==> config.mk <==
export PLATFORM = sky130hd
export DESIGN_NAME = ghe_div
export DESIGN_NICKNAME = d
export VERILOG_FILES = /design/src/sv/ghe_pkg.sv /design/src/sv/ghe_div.sv
export SDC_FILE = /design/constraint.sdc
export NUM_CORES = 1
export LEC_CHECK = 0
export ABC_AREA = 0
export BUFFER_PORTS_ARGS = -buffer_cell sky130_fd_sc_hd__buf_2
export CORE_ASPECT_RATIO = 0.5
export CORE_UTILIZATION = 55
export CTS_BUF_LIST = sky130_fd_sc_hd__clkbuf_16
export DETAILED_ROUTE_END_ITERATION = 10
export PLACE_DENSITY_LB_ADDON = 0.05
export SKIP_CTS_REPAIR_TIMING = 1
export SYNTH_ARGS = -nofsm -noshare
export SYNTH_HDL_FRONTEND = slang
export SYNTH_SLANG_ARGS = --single-unit
==> constraint.sdc <==
create_clock -name clk -period 4.25 [get_ports clk]
set_clock_uncertainty 0.2 [all_clocks]
set_input_delay 0.425 -clock clk [delete_from_list [all_inputs] [get_ports clk]]
set_output_delay 0.425 -clock clk [all_outputs]
set_load 0.01 [all_outputs]
==> src/sv/ghe_pkg.sv <==
package ghe_pkg;

    localparam int BIN_W   = 24;
    localparam int DIM_W   = 13;
    localparam int PIX_W   = 8;
    localparam int CMD_W   = 2;
    localparam int TOT_W   = 26;
    localparam int NUM_W   = 32;
    localparam int CFG_IDX_W = 1;

    typedef enum logic [CMD_W-1:0] {
        CMD_CLEAR = 2'd0,
        CMD_COUNT = 2'd1,
        CMD_CUM   = 2'd2,
        CMD_MAP   = 2'd3
    } cmd_t;

    localparam logic [CFG_IDX_W-1:0] REG_WIDTH  = 1'b0;
    localparam logic [CFG_IDX_W-1:0] REG_HEIGHT = 1'b1;

    localparam logic [BIN_W-1:0] BIN_MAX = {BIN_W{1'b1}};
    localparam logic [PIX_W-1:0] PIX_MAX = {PIX_W{1'b1}};

    // Handshake between sequencer and divider
    typedef struct packed {
        logic             start;
        logic [NUM_W-1:0] num;
        logic [TOT_W-1:0] den;
    } div_req_t;

    typedef struct packed {
        logic             done;
        logic [PIX_W-1:0] quo;
    } div_rsp_t;

endpackage

==> src/sv/ghe_div.sv <==
// Restoring divider, one quotient bit per cycle, saturating at PIX_MAX.
module ghe_div (
    input  logic              clk,
    input  logic              rst_n,
    input  ghe_pkg::div_req_t req,
    output ghe_pkg::div_rsp_t rsp
);
    localparam int CNT_W = $clog2(ghe_pkg::NUM_W + 1);

    logic [ghe_pkg::NUM_W-1:0] num_reg;
    logic [ghe_pkg::TOT_W:0]   rem_reg;
    logic [ghe_pkg::TOT_W-1:0] den_reg;
    logic [ghe_pkg::NUM_W-1:0] quo_reg;
    logic [CNT_W-1:0]          cnt_reg;
    logic                      busy_reg;
    logic                      done_reg;

    logic [ghe_pkg::TOT_W+1:0] shifted;
    logic [ghe_pkg::TOT_W+1:0] diff;

    assign shifted = {rem_reg, num_reg[ghe_pkg::NUM_W-1]};
    assign diff    = shifted - {2'b00, den_reg};

    always_ff @(posedge clk or negedge rst_n)
    begin
        if (!rst_n)
        begin
            busy_reg <= 1'b0;
            done_reg <= 1'b0;
            cnt_reg  <= '0;
        end
        else
        begin
            done_reg <= 1'b0;
            if (req.start)
            begin
                busy_reg <= 1'b1;
                cnt_reg  <= CNT_W'(ghe_pkg::NUM_W);
            end
            else if (busy_reg)
            begin
                cnt_reg <= cnt_reg - 1'b1;
                if (cnt_reg == CNT_W'(1))
                begin
                    busy_reg <= 1'b0;
                    done_reg <= 1'b1;
                end
            end
        end
    end

    // Shift in one numerator bit, subtract when it fits
    always_ff @(posedge clk)
    begin
        if (req.start)
        begin
            num_reg <= req.num;
            den_reg <= req.den;
            rem_reg <= '0;
            quo_reg <= '0;
        end
        else if (busy_reg)
        begin
            num_reg <= {num_reg[ghe_pkg::NUM_W-2:0], 1'b0};
            if (!diff[ghe_pkg::TOT_W+1])
            begin
                rem_reg <= diff[ghe_pkg::TOT_W:0];
                quo_reg <= {quo_reg[ghe_pkg::NUM_W-2:0], 1'b1};
            end
            else
            begin
                rem_reg <= shifted[ghe_pkg::TOT_W:0];
                quo_reg <= {quo_reg[ghe_pkg::NUM_W-2:0], 1'b0};
            end
        end
    end

    assign rsp.done = done_reg;
    assign rsp.quo  = (quo_reg > ghe_pkg::NUM_W'(ghe_pkg::PIX_MAX))
                      ? ghe_pkg::PIX_MAX : quo_reg[ghe_pkg::PIX_W-1:0];
endmodule

==> impl_metrics.toml, run 1 <==
[outcome]
outcome = "complete, no violations"

[synth]
yosys_warnings = 0
syn_area_per_cell_um2 = 10.55
synth_edf_count = 58
netlist-cell-type-count = 60
syn_nets = 701
synth_cells = 611
syn-cell-area_um2 = 6445
synth_ff_type = "dfxtp_1"
ys_seq_area_frac = 0.4846
synth_seq_cells = 125
synthArstFlopShare = 0.06400

[route]
drc_errors = 0
drtIter0Drc = 253
firstDrtPassIters = 5
ant_nets = 0
vias_per_cell = 5.495
via_count = 4797
routedWlPerCell_um = 14.63
drt-total-wl_um = 12780

[worst_setup_path]
worstSetupPathType = "flop to flop"
start_kind = "flop"
reg2reg_depth = 12
cp.required_ns = 4.38
crit_start = "num_reg[31]"
cp_slowest_cell = "a41oi_1"
critical_path_buf_inv_count = 2
critPathMaxFanout = 4
crit_path_max_incr_delay_ns = 0.50
cpLargestDelayFamily = "compound AO/OA/AOI/OAI gates"
worstPathCellList = "inv_1 -> ha_1 -> inv_1 -> fa_1 -> a211oi_1 -> o211ai_1 -> a41o_1 -> a41oi_1 -> o21ai_0 -> xor2_1 -> mux2i_1 -> a211oi_1"
r2r_start = "num_reg[31]"
cp.arrival_ns = 3.61
worst-r2r-setup-slack_ns = 0.77
rr_endpoint = "rem_reg[24]"
endpoint_kind = "flop"

[floorplanning]
die_area_um2 = 12180
die_w_um = 155.1
start_util = 0.5764
rows = 27
core_um2 = 11180
num_io_pins = 70
die_h_um = 78.55

[sta]
setup_violations = 0
hold_violations = 0
tns_ns = 0
timing.final.crit_share = 0.8195
drv_slew = 0
tightestPinTransition_ns = 0.8234
hold_ws_ns = 0.02079
fmax_mhz = 287.1
fin_crit_ns = 3.483
relSlewSlack = 0.4490
rsz0062_at_grt = "false"
setup_ws_ns = 0.7672

[place]
dpl.hpwl_um = 8291
io_buffer_count = 69
pre_cts_ws_ns = 0.8237
place_congestion = 0.9301

[layout]
nNetsFinal = 791
layout-drive-gt1-share = 0.2213
mostFrequentLayoutCell = "nor2_1"
final_cell_mix = "nor2_1 (70), buf_2 (68), dfxtp_1 (59)"
num-fill-cells = 865
antennaDiodeCount = 0
syn_to_final_growth_pct = 20.68

[clock_tree]
clk_path_buf_depth = 2
clkTransAtPathRegs_ns = 0.06
htree_num_levels = 4
cts_made_buffers = 17
cts_sinks = 125
cts_tree = "done"
clock-root-buffer = "clkbuf_16"
clkLatencyLatePin_ns = 0.41

[min_path]
min_delay_path_depth = 1
hp-class = "input port to flop"
hp-start = "req[2]"
hold-path-endpoint = "den_reg[2]"

[global_routing]
use_met3 = 0.06019
grt_antenna_before_repair = 1
overflow = 0
track_usage = 0.2249
grt.met1_usage = 0.2915
grt_max_degree = 65
grt_use_met2 = 0.3613
grt_pass1_wl_um = 21460
top_usage_layer = "met2"
grt_pass1_vias = 4524

[power]
peakVddDrop_mv = 0.2198
power.density_nw_per_um2 = 446.9
leakagePower_nw = 3.503

[run]
drv_cap = 0
## cells in the mapped netlist (all sizes together) (2+ instances only)
master	instances	share of area
dfxtp	59	0.18
or2	2	0.0019
nor2	70	0.041
inv	35	0.020
o21ai	21	0.017
nand4	4	0.0039
o221ai	2	0.0027
nand3	13	0.012
nor3	5	0.0039
edfxtp	58	0.27
nand2	53	0.031
a211oi	11	0.014
buf	10	0.0097
o21bai	3	0.0035
a311o	2	0.0031
and2	3	0.0029
o31ai	2	0.0023
mux2	33	0.058
xor2	11	0.015
clkbuf	18	0.010
o211ai	6	0.0070
o311ai	4	0.0054
mux2i	34	0.053
nand2b	3	0.0029
a21o	8	0.0093
xnor2	15	0.020
o21a	2	0.0023
a21oi	25	0.019
a41oi	2	0.0027
a32oi	4	0.0054
and3	5	0.0056
a211o	3	0.0041
a311oi	13	0.027
a31oi	4	0.0039
ha	28	0.054
nor2b	3	0.0029
nor4	8	0.0078
or3	9	0.0087
dfrtp	8	0.031
## where the power goes
| group | leakage (nW) | internal, mW | switching (mW) | total [mW] |
|---|---|---|---|---|
| clock network | 0.318 | 0.948 | 0.550 | 1.50 |
| registers | 1.17 | 1.38 | 0.0665 | 1.44 |
| logic | 2.02 | 0.252 | 0.282 | 0.533 |
## logic make-up after synthesis
logic type               after synthesis  share of synthesized area
AO/OA/AOI/OAI                        119                     0.1388
XOR/XNOR                              26                    0.03533
adder cells (fa/ha/maj)               29                    0.05747
buffers and inverters                 63                    0.04057
flip-flops                           125                     0.4846
multiplexers                          67                     0.1105
AND/OR/NAND/NOR                      182                     0.1328
## how the worst max path moves through the flow
stage                  endpoint  slack [ns]  cells past startpoint
global route        rem_reg[24]        0.52                     12
finish              rem_reg[24]        0.77                     12
detailed placement  rem_reg[24]        0.82                     12
CTS                 rem_reg[24]        0.81                     12
floorplan            rem_reg[0]        1.26                     10
global placement    rem_reg[24]        0.91                     12
## worst register-to-register path, delay by kind of cell (launching register included)
kind            cells  cell delay, ns
compound gates      6            1.86
xor+xnor            1            0.18
fa+ha+maj           2            0.57
buf+inv             2            0.13
flops               1            0.35
mux                 1            0.10
## routing by layer
metal  wire length, µm  up-vias
met2              5894      102
met5                13        -
met1              6039     2276
li1                  -     2403
met3               721       14
met4               106        2
## layout make-up
class / instances / area, µm² / area share
Sequential cell: 125 / 3124 / 0.4017
Clock inverter: 11 / 98.84 / 0.01271
Timing Repair Buffer: 99 / 638.1 / 0.08205
Tap cell: 159 / 198.9 / 0.02558
Clock buffer: 21 / 525.5 / 0.06757
Inverter: 35 / 131.4 / 0.01689
Multi-Input combinational cell: 423 / 3060 / 0.3935
## metrics by stage
| stage | power [mW] | cells | instance area, µm² | utilization |
|---|---|---|---|---|
| global placement | 1.969 | 815 | 6893 | 0.6164 |
| detailed placement | 1.976 | 815 | 6893 | 0.6164 |
| CTS | 3.481 | 847 | 7517 | 0.6723 |
| floorplan | 1.854 | 611 | 6445 | - |
| global route | 3.638 | 873 | 7777 | 0.6955 |
| finish | 3.476 | 873 | 7777 | 0.6955 |
(Power assumes the default switching activity.)
==> run 2, diff against run 1 <==
--- a/config.mk
+++ b/config.mk
@@ -8,7 +8,7 @@
 export ABC_AREA = 0
 export BUFFER_PORTS_ARGS = -buffer_cell sky130_fd_sc_hd__buf_2
 export CORE_ASPECT_RATIO = 0.5
-export CORE_UTILIZATION = 55
+export CORE_UTILIZATION = 53
 export CTS_BUF_LIST = sky130_fd_sc_hd__clkbuf_16
 export DETAILED_ROUTE_END_ITERATION = 10
 export PLACE_DENSITY_LB_ADDON = 0.05
==> constraint.sdc (replaced) <==
create_clock -name clk -period 3.1 [get_ports clk]
set_clock_uncertainty 0.2 [all_clocks]
set_input_delay 0.31 -clock clk [delete_from_list [all_inputs] [get_ports clk]]
set_output_delay 0.31 -clock clk [all_outputs]
set_load 0.01 [all_outputs]
==> impl_metrics.toml, run 2 (synthesized netlist as in run 1, its figures left out) <==
[outcome]
outcome = "finished, violations left"
violations = "negative hold slack"

[global_routing]
track_usage = 0.2174
grt_pass1_wl_um = 21210
grt_pass1_vias = 4500
grt_max_degree = 56
grt_antenna_before_repair = 0
overflow = 0

[worst_setup_path]
rr_endpoint = "rem_reg[0]"
cp.required_ns = 3.24
worst-path-stages = 10
critPathMaxFanout = 4
worst-r2r-setup-slack_ns = 0.11
crit_path_max_incr_delay_ns = 0.57
start_kind = "flop"
cp_slowest_cell = "or4_4"
cpLargestDelayFamily = "compound AO/OA/AOI/OAI gates"
critical_path_buf_inv_count = 1
worstPathCellList = "inv_1 -> ha_1 -> a21o_1 -> a211oi_2 -> o31a_1 -> o221ai_1 -> or4_4 -> nand3_4 -> mux2_2 -> a211oi_1"
reg2reg_depth = 10
worstSetupPathType = "flop to flop"
critPathCapture = "rem_reg[0]"
r2r_start = "den_reg[10]"
endpoint_kind = "flop"
cp.arrival_ns = 3.13
crit_start = "den_reg[10]"

[route]
via_count = 4965
drc_errors = 0
ant_nets = 0
routedWlPerCell_um = 14.68
drtIter0Drc = 207
vias_per_cell = 5.403
firstDrtPassIters = 5
drt-total-wl_um = 13490

[power]
peakVddDrop_mv = 0.3312
finalPower_mw = 4.657
pwr-share-seq = 0.424
pwr-share-clk = 0.400
comb_power_share = 0.176
power.density_nw_per_um2 = 574.1
power_switching_mw = 1.318
intPower_mw = 3.339
leakagePower_nw = 3.644
sw_frac_of_total = 0.2830

[place]
dpl.hpwl_um = 8810
place_congestion = 0.9083
io_buffer_count = 69

[layout]
mostFrequentLayoutCell = "nor2_1"
nNetsFinal = 831
fin_util = 0.6850
num-fill-cells = 973
antennaDiodeCount = 0
layout-drive-gt1-share = 0.2586
final_cell_mix = "nor2_1 (70), buf_2 (68), dfxtp_1 (59)"
syn_to_final_growth_pct = 25.86

[floorplanning]
die_w_um = 158.0
rows = 28
num_io_pins = 70
die_area_um2 = 12630
die_h_um = 79.98
start_util = 0.5443
core_um2 = 11840

[sta]
hold_ws_ns = -0.01397
setup_violations = 0
timing.final.crit_share = 0.9661
fmax_mhz = 333.9
hold_violations = 7
drv_slew = 0
tightestPinTransition_ns = 0.5541
relSlewSlack = 0.6272
fin_crit_ns = 2.995

[clock_tree]
cts_sinks = 125
clkLatencyLatePin_ns = 0.42
clock-root-buffer = "clkbuf_16"
cts_tree = "done"
clkTransAtPathRegs_ns = 0.07
htree_num_levels = 4
clk_path_buf_depth = 2
cts_made_buffers = 17

[run]
drv_cap = 0

[min_path]
hp-class = "input port to flop"
-- run 2: worst min path at each step --
stage / startpoint / endpoint / slack, ns / depth (start not counted)
after CTS: rst_n / cnt_reg[4] / -0.48 / 1
after global routing: req[35] / num_reg[9] / -0.00004 / 2
after detailed placement: rst_n / cnt_reg[5] / -0.04 / 1
final: req[33] / num_reg[7] / -0.01 / 2
after floorplan: rst_n / busy_reg / -0.19 / 0
after global placement: rst_n / done_reg / -0.04 / 1
-- run 2: power by group through the flow --
stage | Sequential (mW) | Combinational (mW) | Clock (mW)
final | 1.98 | 0.820 | 1.86
after global routing | 2.00 | 0.908 | 1.96
after CTS | 1.98 | 0.757 | 1.90
after detailed placement | 2.01 | 0.753 | 0
after global placement | 2.01 | 0.743 | 0
after floorplan | 1.98 | 0.564 | 0
-- run 2: layout make-up --
cell class	instances	area, µm²	share of cell area
tap	165	206.4	0.02545
multi-input combinational	424	3114	0.3839
timing repair buffer	138	984.7	0.1214
clock buffer	17	425.4	0.05244
inverter	35	131.4	0.01620
sequential	125	3124	0.3852
clock inverter	15	125.1	0.01542
-- run 2: per-stage QoR --
step / cells / setup slack, ns / setup TNS, ns / cell area (µm²)
finish: 919 / 0.1051 / 0 / 8112
global route: 919 / -0.006680 / -0.006680 / 8112
CTS: 875 / -0.005354 / -0.007332 / 7629
detailed placement: 843 / 0.008728 / 0 / 7078
global placement: 843 / 0.06776 / 0 / 7078
floorplan: 611 / 0.1127 / 0 / 6445
-- run 2: metal layers --
layer  track usage  up-vias  share of wire
li1              -     2495              -
met1        0.2889     2334           0.49
met2        0.3405      115           0.45
met3       0.06080       21          0.050
met4       0.07404        0          0.011
met5             0        -              0
-- run 2: worst reg2reg max path: cells and delay by family (launching register included) --
kind | cells | cell delay [ns]
AO/OA/AOI/OAI | 5 | 1.04
AND/OR/NAND/NOR | 2 | 0.68
flip-flops | 1 | 0.36
adder cells (fa/ha/maj) | 1 | 0.23
buffers and inverters | 1 | 0.06
multiplexers | 1 | 0.34
